===== config.mk =====
export PLATFORM = sky130hd
export DESIGN_NAME = sample_rate_repeat_or_average
export DESIGN_NICKNAME = d
export VERILOG_FILES = /design/src/sv/srroa_pkg.sv /design/src/sv/srroa_datapath.sv /design/src/sv/srroa_ctrl.sv /design/src/sv/sample_rate_repeat_or_average.sv
export SDC_FILE = /design/constraint.sdc
export NUM_CORES = 1
export LEC_CHECK = 0
export BUFFER_PORTS_ARGS = -buffer_cell sky130_fd_sc_hd__buf_4
export CORE_MARGIN = 3
export CORE_UTILIZATION = 50
export CTS_CLUSTER_DIAMETER = 50
export DETAILED_ROUTE_END_ITERATION = 7
export PLACE_DENSITY_LB_ADDON = 0.05
export SYNTH_ARGS = -nofsm -noshare
export SYNTH_HDL_FRONTEND = slang
export SYNTH_HIERARCHICAL = 1
export SYNTH_SLANG_ARGS = --single-unit
export TNS_END_PERCENT = 20

===== constraint.sdc =====
create_clock -name clock -period 6.7 [get_ports clock]
set_clock_uncertainty 0.1 [all_clocks]
set_input_delay 0.335 -clock clock [delete_from_list [all_inputs] [get_ports clock]]
set_output_delay 0.335 -clock clock [all_outputs]
set_load 0.005 [all_outputs]

===== src/sv/srroa_pkg.sv =====
// Shared types and constants for the sample-rate repeat-or-average block.
// Holds the item structs, the CSR indexes and the controller/datapath interface.
// No dependencies.
`timescale 1ns / 1ps
`default_nettype none

package srroa_pkg;

   localparam int SAMPLE_W   = 16;
   localparam int FACTOR_W   = 4;
   localparam int CSR_DATA_W = 4;
   localparam int CSR_INDEX_W = 1;

   localparam logic [CSR_INDEX_W-1:0] CSR_SLOW_MODE = 1'd0;
   localparam logic [CSR_INDEX_W-1:0] CSR_FACTOR    = 1'd1;

   typedef struct packed {
      logic signed [SAMPLE_W-1:0] sample_in;
      logic                       stream_end;
   } req_type;

   typedef struct packed {
      logic signed [SAMPLE_W-1:0] sample_out;
      logic                       run_last;
   } rsp_type;

   typedef enum logic [2:0] {
      ST_IDLE,
      ST_REPEAT,
      ST_ACCUM,
      ST_DIVIDE,
      ST_EMIT
   } state_type;

   typedef struct packed {
      logic load_item;
      logic accumulate;
      logic div_step;
      logic emit_avg;
      logic emit_rep;
   } cmd_type;

   typedef struct packed {
      logic slow_mode;
      logic group_done;
      logic rep_last;
      logic div_last;
      logic out_free;
   } status_type;

endpackage

`default_nettype wire


===== src/sv/srroa_datapath.sv =====
// Datapath: configuration registers, item register, group accumulator,
// one-bit-per-cycle restoring divider and the result register.
// Depends on srroa_pkg.
`timescale 1ns / 1ps
`default_nettype none

module srroa_datapath #(
   parameter int MAX_FACTOR = 8
) (
   input  logic                              clock,
   input  logic                              reset,
   input  logic                              csr_we,
   input  logic [srroa_pkg::CSR_INDEX_W-1:0] csr_index,
   input  logic [srroa_pkg::CSR_DATA_W-1:0]  csr_wdata,
   input  srroa_pkg::req_type                req_data,
   input  logic                              rsp_ready,
   output logic                              rsp_valid,
   output srroa_pkg::rsp_type                rsp_data,
   input  srroa_pkg::cmd_type                cmd,
   output srroa_pkg::status_type             status
);
   import srroa_pkg::*;

   localparam int SUM_W  = SAMPLE_W + $clog2(MAX_FACTOR);
   localparam int CNT_W  = $clog2(MAX_FACTOR);
   localparam int CMP_W  = (CNT_W + 1 > FACTOR_W) ? CNT_W + 1 : FACTOR_W;
   localparam int DCNT_W = $clog2(SUM_W);

   logic                    slow_mode_ff, slow_mode_in;
   logic [FACTOR_W-1:0]     factor_ff, factor_in;
   logic signed [SUM_W-1:0] group_sum_ff, group_sum_in;
   logic [CNT_W-1:0]        group_count_ff, group_count_in;
   logic [FACTOR_W-1:0]     rep_count_ff, rep_count_in;
   logic [DCNT_W-1:0]       dcnt_ff, dcnt_in;
   logic                    rsp_valid_ff, rsp_valid_in;

   req_type                 item_ff, item_in;
   logic                    neg_ff, neg_in;
   logic [SUM_W-1:0]        dq_ff, dq_in;
   logic [FACTOR_W-1:0]     rem_ff, rem_in;
   rsp_type                 rsp_data_ff, rsp_data_in;

   logic [FACTOR_W-1:0]     eff_factor;
   logic signed [SUM_W-1:0] sum_new;
   logic [SUM_W-1:0]        sum_mag;
   logic [CMP_W-1:0]        count_new;
   logic                    group_done;
   logic                    rep_last;
   logic [FACTOR_W:0]       trial;
   logic                    trial_ge;
   logic [SUM_W-1:0]        avg;
   logic                    out_free;

   // Zero counts as one, anything above the limit saturates
   always_comb begin
      if (factor_ff == '0) begin
         eff_factor = FACTOR_W'(1);
      end else if (int'(factor_ff) > MAX_FACTOR) begin
         eff_factor = FACTOR_W'(MAX_FACTOR);
      end else begin
         eff_factor = factor_ff;
      end
   end

   assign sum_new    = group_sum_ff + SUM_W'($signed(item_ff.sample_in));
   assign sum_mag    = sum_new[SUM_W-1] ? SUM_W'(-sum_new) : SUM_W'(sum_new);
   assign count_new  = CMP_W'(group_count_ff) + CMP_W'(1);
   assign group_done = count_new >= CMP_W'(eff_factor);
   assign rep_last   = FACTOR_W'(rep_count_ff + FACTOR_W'(1)) == eff_factor;

   // Restoring step: remainder stays below the divisor
   assign trial    = {rem_ff, dq_ff[SUM_W-1]};
   assign trial_ge = trial >= {1'b0, eff_factor};
   assign avg      = neg_ff ? SUM_W'(-dq_ff) : dq_ff;

   assign out_free = !rsp_valid_ff || rsp_ready;

   always_comb begin
      slow_mode_in   = slow_mode_ff;
      factor_in      = factor_ff;
      group_sum_in   = group_sum_ff;
      group_count_in = group_count_ff;
      rep_count_in   = rep_count_ff;
      dcnt_in        = dcnt_ff;
      rsp_valid_in   = rsp_valid_ff;

      if (rsp_ready) begin
         rsp_valid_in = 1'b0;
      end
      if (cmd.emit_avg || cmd.emit_rep) begin
         rsp_valid_in = 1'b1;
      end

      if (cmd.load_item) begin
         rep_count_in = '0;
      end

      if (cmd.accumulate) begin
         dcnt_in = '0;
         if (group_done || item_ff.stream_end) begin
            group_sum_in   = '0;
            group_count_in = '0;
         end else begin
            group_sum_in   = sum_new;
            group_count_in = count_new[CNT_W-1:0];
         end
      end

      if (cmd.div_step) begin
         dcnt_in = DCNT_W'(dcnt_ff + DCNT_W'(1));
      end

      if (cmd.emit_rep) begin
         if (rep_last) begin
            rep_count_in = '0;
            if (item_ff.stream_end) begin
               group_sum_in   = '0;
               group_count_in = '0;
            end
         end else begin
            rep_count_in = FACTOR_W'(rep_count_ff + FACTOR_W'(1));
         end
      end

      // A register write drops any partial group
      if (csr_we) begin
         case (csr_index)
            CSR_SLOW_MODE: slow_mode_in = csr_wdata[0];
            CSR_FACTOR:    factor_in    = csr_wdata[FACTOR_W-1:0];
            default: ;
         endcase
         group_sum_in   = '0;
         group_count_in = '0;
      end
   end

   always_comb begin
      item_in     = item_ff;
      neg_in      = neg_ff;
      dq_in       = dq_ff;
      rem_in      = rem_ff;
      rsp_data_in = rsp_data_ff;

      if (cmd.load_item) begin
         item_in = req_data;
      end

      if (cmd.accumulate && group_done) begin
         neg_in = sum_new[SUM_W-1];
         dq_in  = sum_mag;
         rem_in = '0;
      end

      if (cmd.div_step) begin
         dq_in  = {dq_ff[SUM_W-2:0], trial_ge};
         rem_in = trial_ge ? FACTOR_W'(trial - {1'b0, eff_factor})
                           : trial[FACTOR_W-1:0];
      end

      if (cmd.emit_avg) begin
         rsp_data_in.sample_out = avg[SAMPLE_W-1:0];
         rsp_data_in.run_last   = 1'b1;
      end else if (cmd.emit_rep) begin
         rsp_data_in.sample_out = item_ff.sample_in;
         rsp_data_in.run_last   = rep_last;
      end
   end

   always_ff @(posedge clock) begin
      if (reset) begin
         slow_mode_ff   <= 1'b0;
         factor_ff      <= FACTOR_W'(1);
         group_sum_ff   <= '0;
         group_count_ff <= '0;
         rep_count_ff   <= '0;
         dcnt_ff        <= '0;
         rsp_valid_ff   <= 1'b0;
      end else begin
         slow_mode_ff   <= slow_mode_in;
         factor_ff      <= factor_in;
         group_sum_ff   <= group_sum_in;
         group_count_ff <= group_count_in;
         rep_count_ff   <= rep_count_in;
         dcnt_ff        <= dcnt_in;
         rsp_valid_ff   <= rsp_valid_in;
      end
   end

   always_ff @(posedge clock) begin
      item_ff     <= item_in;
      neg_ff      <= neg_in;
      dq_ff       <= dq_in;
      rem_ff      <= rem_in;
      rsp_data_ff <= rsp_data_in;
   end

   assign rsp_valid = rsp_valid_ff;
   assign rsp_data  = rsp_data_ff;

   assign status.slow_mode  = slow_mode_ff;
   assign status.group_done = group_done;
   assign status.rep_last   = rep_last;
   assign status.div_last   = dcnt_ff == DCNT_W'(SUM_W - 1);
   assign status.out_free   = out_free;

endmodule

`default_nettype wire


===== src/sv/srroa_ctrl.sv =====
// Controller state machine: sequences accept, repeat, accumulate, divide and
// emit, and drives the datapath commands.
// Depends on srroa_pkg.
`timescale 1ns / 1ps
`default_nettype none

module srroa_ctrl (
   input  logic                  clock,
   input  logic                  reset,
   input  logic                  req_valid,
   output logic                  req_ready,
   input  srroa_pkg::status_type status,
   output srroa_pkg::cmd_type    cmd
);
   import srroa_pkg::*;

   state_type state_ff, state_in;

   always_comb begin
      state_in = state_ff;
      case (state_ff)
         ST_IDLE: begin
            if (req_valid) begin
               state_in = status.slow_mode ? ST_REPEAT : ST_ACCUM;
            end
         end
         ST_REPEAT: begin
            if (status.out_free && status.rep_last) begin
               state_in = ST_IDLE;
            end
         end
         ST_ACCUM: begin
            state_in = status.group_done ? ST_DIVIDE : ST_IDLE;
         end
         ST_DIVIDE: begin
            if (status.div_last) begin
               state_in = ST_EMIT;
            end
         end
         ST_EMIT: begin
            if (status.out_free) begin
               state_in = ST_IDLE;
            end
         end
         default: state_in = ST_IDLE;
      endcase
   end

   always_comb begin
      req_ready = 1'b0;
      cmd       = '0;
      case (state_ff)
         ST_IDLE: begin
            req_ready     = 1'b1;
            cmd.load_item = req_valid;
         end
         ST_REPEAT: cmd.emit_rep   = status.out_free;
         ST_ACCUM:  cmd.accumulate = 1'b1;
         ST_DIVIDE: cmd.div_step   = 1'b1;
         ST_EMIT:   cmd.emit_avg   = status.out_free;
         default: ;
      endcase
   end

   always_ff @(posedge clock) begin
      if (reset) begin
         state_ff <= ST_IDLE;
      end else begin
         state_ff <= state_in;
      end
   end

endmodule

`default_nettype wire


===== src/sv/sample_rate_repeat_or_average.sv =====
// Sample-rate changer by a whole factor. With slow_mode set, each accepted
// item is sent factor times, the last copy flagged run_last; with slow_mode
// clear, each group of factor items gives one result, the group sum divided
// by factor and truncated toward zero. An item flagged stream_end drops any
// partial group, and so does any register write. A factor of zero acts as
// one and a factor above MAX_FACTOR as MAX_FACTOR. In slow mode, an item is
// taken and its copies then sent, each held while the result side stalls;
// in fast mode, an item that leaves its group open is taken and added to
// the sum, and one that completes it is taken, added, divided and emitted
// once the result side is free. The divider works on a sum of SUM_W =
// 16 + clog2(MAX_FACTOR) bits and retires one quotient bit a cycle. The
// block takes one item at a time; the result register lets the next item in while an earlier result still waits.
// Depends on srroa_pkg, srroa_ctrl and srroa_datapath.
`timescale 1ns / 1ps
`default_nettype none

module sample_rate_repeat_or_average #(
   parameter int MAX_FACTOR = 8
) (
   input  logic                              clock,
   input  logic                              reset,
   input  logic                              req_valid,
   output logic                              req_ready,
   input  srroa_pkg::req_type                req_data,
   output logic                              rsp_valid,
   input  logic                              rsp_ready,
   output srroa_pkg::rsp_type                rsp_data,
   input  logic                              csr_we,
   input  logic [srroa_pkg::CSR_INDEX_W-1:0] csr_index,
   input  logic [srroa_pkg::CSR_DATA_W-1:0]  csr_wdata
);
   import srroa_pkg::*;

   cmd_type    cmd;
   status_type status;

   srroa_ctrl u_ctrl (
      .clock     (clock),
      .reset     (reset),
      .req_valid (req_valid),
      .req_ready (req_ready),
      .status    (status),
      .cmd       (cmd)
   );

   srroa_datapath #(
      .MAX_FACTOR (MAX_FACTOR)
   ) u_datapath (
      .clock     (clock),
      .reset     (reset),
      .csr_we    (csr_we),
      .csr_index (csr_index),
      .csr_wdata (csr_wdata),
      .req_data  (req_data),
      .rsp_ready (rsp_ready),
      .rsp_valid (rsp_valid),
      .rsp_data  (rsp_data),
      .cmd       (cmd),
      .status    (status)
   );

   // Busy straight after an item is taken
   a_busy_after_accept: assert property (@(posedge clock) disable iff (reset)
      req_valid && req_ready |=> !req_ready)
      else $error("item accepted while previous item still in work");

   // Never overwrite a result that has not been taken
   a_no_overwrite: assert property (@(posedge clock) disable iff (reset)
      cmd.emit_avg || cmd.emit_rep |-> !rsp_valid || rsp_ready)
      else $error("result register overwritten");

   a_single_cmd: assert property (@(posedge clock) disable iff (reset)
      $onehot0({cmd.load_item, cmd.accumulate, cmd.div_step, cmd.emit_avg, cmd.emit_rep}))
      else $error("more than one datapath command at once");

   a_valid_from_emit: assert property (@(posedge clock) disable iff (reset)
      $rose(rsp_valid) |-> $past(cmd.emit_avg || cmd.emit_rep))
      else $error("result raised without an emit command");

endmodule

`default_nettype wire

=== After elaboration in Yosys (flattened, before gate mapping) ===
Cells that the tools add are included.

* Input port bits: 27
* Flip-flop bits (word level): 98
* Logic and storage cells: 94
* Output and inout bits: 19

* $add $sub $neg: 7
* Reduce and logical (&&, ||, !) cells: 17
* Equality and inequality tests: 10
* Order comparisons: 3
* Multiplexer cells: 41
* Bitwise gates (word level): 1

{| class="wikitable"
|+ Operator list
! operator !! number
|-
| 2-to-1 mux 19 bit || 8
|-
| 2-to-1 mux 17 bit || 2
|-
| 2-to-1 mux 4 bit || 8
|-
| 2-to-1 mux 3 bit || 9
|-
| adder 19 x 16 -> 19 bit || 1
|-
| negation 19 bit || 1
|-
| 2-to-1 mux 16 bit || 1
|-
| negation 16 bit || 1
|-
| case mux 3 bit (5 select lines) || 1
|-
| 2-to-1 mux 5 bit || 2
|-
| nonzero test 2 bit || 5
|-
| 2-to-1 mux 1 bit || 8
|-
| == test 3 x 2 -> 1 bit, second input constant || 2
|-
| adder 5 x 1 -> 5 bit, second input constant || 1
|-
| == test 5 bit, second input constant || 1
|-
| >= comparator 5 x 4 -> 1 bit || 1
|-
| adder 3 x 1 -> 4 bit, second input constant || 1
|-
| adder 4 x 1 -> 4 bit, second input constant || 1
|-
| == test 4 bit || 1
|-
| >= comparator 4 bit || 1
|-
| greater-than comparator 4 bit, second input constant || 1
|-
| logical NOT 4 bit || 1
|-
| 2-to-1 mux 2 bit || 2
|-
| != test 2 x 1 -> 1 bit, second input constant || 2
|-
| other kinds (12) || 17
|}

=== Longest topological paths before layout ===
* Word-level depth: 10
* Gate-level depth with buffers: 13
* Mapped depth without buffers: 12

=== Modules after synthesis ===
Netlist, hierarchy kept.

{| class="wikitable"
|+ By module, submodules not included
! module !! instances !! seq. area each (µm²) !! cells an instance !! area an instance (µm²)
|-
| srroa_datapath || 1 || 2472.4 || 616 || 5913.2
|-
| srroa_ctrl || 1 || 60.1 || 32 || 276.5
|}

=== Worst setup path before layout ===
Ideal clock, no wire load.

* Kind: register -> register
* Start point: reg u_datapath/item_ff[1] in the netlist's numbering
* End point: reg u_datapath.dq_ff[15], data pin
* Clock period less this slack: 3.576 ns
* Stages on the path, launching flop included: 12
* Required time: 6.339 ns
* Path buffers: 1
* Setup slack: 3.124 ns
* Setup time: 0.261 ns
* Arrival time: 3.215 ns
* Path through: edfxtp_1 ha_1 fa_1 a211oi_4 o21ai_2 a2111o_1 a21o_1 a221oi_2 or3b_1 buf_2 o2111a_1 a221o_1

* Longest elaborated chain between the ends: 5

{| class="wikitable"
|+ Ends and longest elaborated chain
! what !! line !! source
|-
| start, declared || srroa_datapath.sv:37 || <nowiki>req_type item_ff, item_in;</nowiki>
|-
| start signal, assigned || srroa_datapath.sv:190 || <nowiki>item_ff <= item_in;</nowiki>
|-
| adder 19 x 16 -> 19 bit * || srroa_datapath.sv:65 || <nowiki>assign sum_new = group_sum_ff + SUM_W'($signed(item_ff.sample_in));</nowiki>
|-
| negation 19 bit || srroa_datapath.sv:66 || <nowiki>assign sum_mag = sum_new[SUM_W-1] ? SUM_W'(-sum_new) : SUM_W'(sum_new);</nowiki>
|-
| 2-to-1 mux 19 bit * || srroa_datapath.sv:66 ||
|-
| 2-to-1 mux 19 bit * || srroa_datapath.sv:148 || <nowiki>if (cmd.accumulate && group_done) begin</nowiki>
|-
| 2-to-1 mux 19 bit * || srroa_datapath.sv:154 || <nowiki>if (cmd.div_step) begin</nowiki>
|-
| named net u_datapath.dq_in[15] || srroa_datapath.sv:39 || <nowiki>logic [SUM_W-1:0] dq_ff, dq_in;</nowiki>
|-
| end signal, assigned || srroa_datapath.sv:192 || <nowiki>dq_ff <= dq_in;</nowiki>
|-
| end, declared || srroa_datapath.sv:39 ||
|}

The timed path passes the listed nets; every way through them passes the cells marked *. The select of a mux whose other input is x is not followed.
A chain may end at the register's enable or synchronous reset.

=== Worst setup path after layout ===
Same ends and word-level chain as after synthesis.

==> results.yml <==
timing:
  rsz0062_at_grt: "no"
  finalCriticalPeriod_ns: 4.29
  max_freq_mhz: 233
  slew_viol_final: 0
  hold_viol_final: 0
  setup_tns_ns: 0
  finalCritPeriodShare_pct: 64.0
  setup_viol: 0
  worst_pin_slew_ns: 1.06
  slew_headroom_pct: 29.3
detailed_routing:
  drtIter0Drc: 409
  routed-via-count: 5036
  ant_nets: 0
  drc: 0
  routed_wl_um: 15000
  drt_pass1_iterations: 7
  wire_per_inst_um: 17.7
  drt-vias-per-instance: 5.97
clocking:
  cts-resized-gates: 0
  clock_latency_ns: 0.36
  clk_pin_slew_ns: 0.08
  cts_tree: "done"
  ctsHoldBuffers: 0
  cts_max_level: 3
  clockRootBuffer: "clkbuf_16"
  cts.path.max_buffers: 2
  cts_sinks: 98
  numCtsBuffers: 9
  post_cts_buffers: 0
yosys:
  yosys.cell_types.count: 81
  syn_nets: 709
  netlist_instances: 648
  synthTopCellsByArea: "edfxtp_1 28%, dfxtp_1 13%, ha_1 6.5%, nor2_1 4.4%, xnor2_1 4.0%"
  synth.most_common_cell: "nor2_1"
  yosysSeqAreaShare_pct: 40.9
  syn_area_sq_um: 6190
  synth_warnings: 6
  synthArstFlopShare_pct: 0
  netlist.area_leader.share_pct: 27.7
  synth_ff_type: "edfxtp_1"
  yosys-top-cells-count: "72 x nor2_1, 57 x edfxtp_1, 41 x dfxtp_1"
  ys_seq_elements: 98
  yosysTopAreaCell: "edfxtp_1"
  avgSynthCellArea_sq_um: 9.55
  synth_edf_count: 57
place:
  gp_congestion: 0.869
  hpwlAfterDp_um: 11000
  port_buffers: 45
worst_setup_path:
  path_buf_inv: 1
  start_kind: "flip-flop"
  slowest_delay_ns: 0.47
  required_ns: 6.70
  critical_path.max_fanout: 20
  end_kind: "flip-flop"
  cp_cell_sequence: "ha_1, fa_1, a211oi_4, o21a_1, o21ai_1, o31ai_1, mux2i_1, nand2_1, inv_1, o21ai_0, a221o_1"
  arrival_ns: 4.29
  path_delay_family: "compound AO/OA/AOI/OAI gates"
  crit_type: "reg2reg"
  cp_slowest_cell: "fa_1"
floorplan:
  row_count: 40
  coreArea_sq_um: 12100
  die_w_um: 117
  dieArea_sq_um: 13700
  start_util_pct: 51.3
  ios: 46
  die_h_um: 117
min_path:
  hold_class: "in2reg"
global_routing:
  grt_max_degree: 36
  antenna_found_initial: 0
  grt_pass1_vias: 4619
  grt_overflow: 0
  grt_pass1_wl_um: 24100
  grtUsageTotal_pct: 22.8
final_layout:
  layout-drive-gt1-share_pct: 12.7
  antenna_cells: 0
  nFillCells: 1050
  syn_to_final_growth_pct: 11.6
  post-route-util_pct: 57.3
  nets: 731
flow_run:
  maxCapViolCount: 0
power:
  ir_worst_vdd_v: 0.000138
  p_per_area_nw_per_um2: 238
  p_leak_uw: 0.00259
outcome:
  outcome: "completed"
## metrics by stage
step	hold slack [ns]	std cells	instance area, sq um	setup WS [ns]	total power [uW]
after detailed placement	0.357	827	6560	2.47	1050
after global routing	0.0388	843	6910	2.01	1720
after floorplan	0.334	648	6190	3.12	954
after CTS	0.0385	843	6910	2.47	1660
final	0.0492	843	6910	2.41	1640
after global placement	0.345	827	6560	2.65	1040
## flip-flops by register name (all words and copies together) (netlist names), 4 cells and up
register                 count
u_datapath/dq_ff            19
u_datapath/rep_count_ff      4
u_datapath/item_ff          17
u_datapath/factor_ff         4
u_datapath/dcnt_ff           5
u_datapath/rsp_data         17
u_datapath/rem_ff            4
u_datapath/group_sum_ff     19
## final timing paths
path	start	endpoint	slack, ns	cells past startpoint
hold / removal	req_data[13]	u_datapath/item_ff[13]$_DFFE_PP_	0.05	1
hold reg to reg	u_datapath/factor_ff[0]$_SDFFE_PP1P_	u_datapath/factor_ff[0]$_SDFFE_PP1P_	0.38	1
setup reg to reg	u_datapath/item_ff[1]$_DFFE_PP_	u_datapath/dq_ff[15]$_DFFE_PP_	2.41	11
setup / recovery	u_datapath/item_ff[1]$_DFFE_PP_	u_datapath/dq_ff[15]$_DFFE_PP_	2.41	11
## metal layers
layer | track usage (%) | share of wire (%) | vias to the layer above | wire [um]
li1 | - | - | 2481 | -
met4 | 7.57 | 1.9 | 0 | 277
met5 | 0 | 0 | - | 0
met3 | 4.63 | 5.8 | 22 | 869
met1 | 33.8 | 49 | 2389 | 7330
met2 | 33.2 | 43 | 144 | 6490
## where the power goes
group / switching, uW / total, uW / internal (uW)
logic: 177 / 300 / 123
registers: 40.9 / 733 / 692
clock network: 240 / 609 / 369
## worst register-to-register path, delay by kind of cell, from the launching register on
kind / cells / cell delay, ns
multiplexers: 1 / 0.44
adder cells (fa/ha/maj): 2 / 0.71
AO/OA/AOI/OAI: 6 / 1.55
buffers and inverters: 1 / 0.40
AND/OR/NAND/NOR: 1 / 0.43
flip-flops: 1 / 0.40
## placed cells by master, fill, tap and decap left out, types with 3 or more instances in the layout
| master | n |
|---|---|
| a2111oi_0 | 3 |
| a211o_1 | 5 |
| a211oi_1 | 4 |
| a21o_1 | 7 |
| a21oi_1 | 32 |
| a22o_1 | 14 |
| a22oi_1 | 20 |
| a31oi_1 | 9 |
| and2_1 | 7 |
| and3_1 | 7 |
| buf_4 | 50 |
| bufinv_16 | 3 |
| clkbuf_16 | 9 |
| dfxtp_1 | 41 |
| edfxtp_1 | 57 |
| ha_1 | 32 |
| inv_1 | 23 |
| mux2i_1 | 8 |
| nand2_1 | 38 |
| nand2b_1 | 7 |
| nand3_1 | 23 |
| nand3b_1 | 4 |
| nor2_1 | 72 |
| nor2b_1 | 4 |
| nor3_1 | 15 |
| nor3b_1 | 5 |
| nor4_1 | 8 |
| o211ai_1 | 9 |
| o21a_1 | 5 |
| o21ai_0 | 28 |
| o21ai_1 | 3 |
| o21bai_1 | 3 |
| o22ai_1 | 3 |
| o31ai_1 | 9 |
| or2_2 | 4 |
| or3b_1 | 3 |
| or4_1 | 10 |
| xnor2_1 | 28 |
| xor2_1 | 12 |
## cells by family after synthesis
family	share of synthesized area, %
flip-flops	40.9
AO/OA/AOI/OAI	21.6
buffers and inverters	5.30
XOR/XNOR	5.66
multiplexers	1.66
adder cells (fa/ha/maj)	7.12
AND/OR/NAND/NOR	17.7
## final cells by class
class	instances	area (sq um)	area share, %
repair buffers	50	375	5.43
inverters	24	90.1	1.30
clock inverters	7	125	1.81
multi-input cells	487	3350	48.5
flip-flops and latches	98	2530	36.7
clock buffers	9	225	3.26
well taps	168	210	3.04
Power figures use the tool's default switching activity.
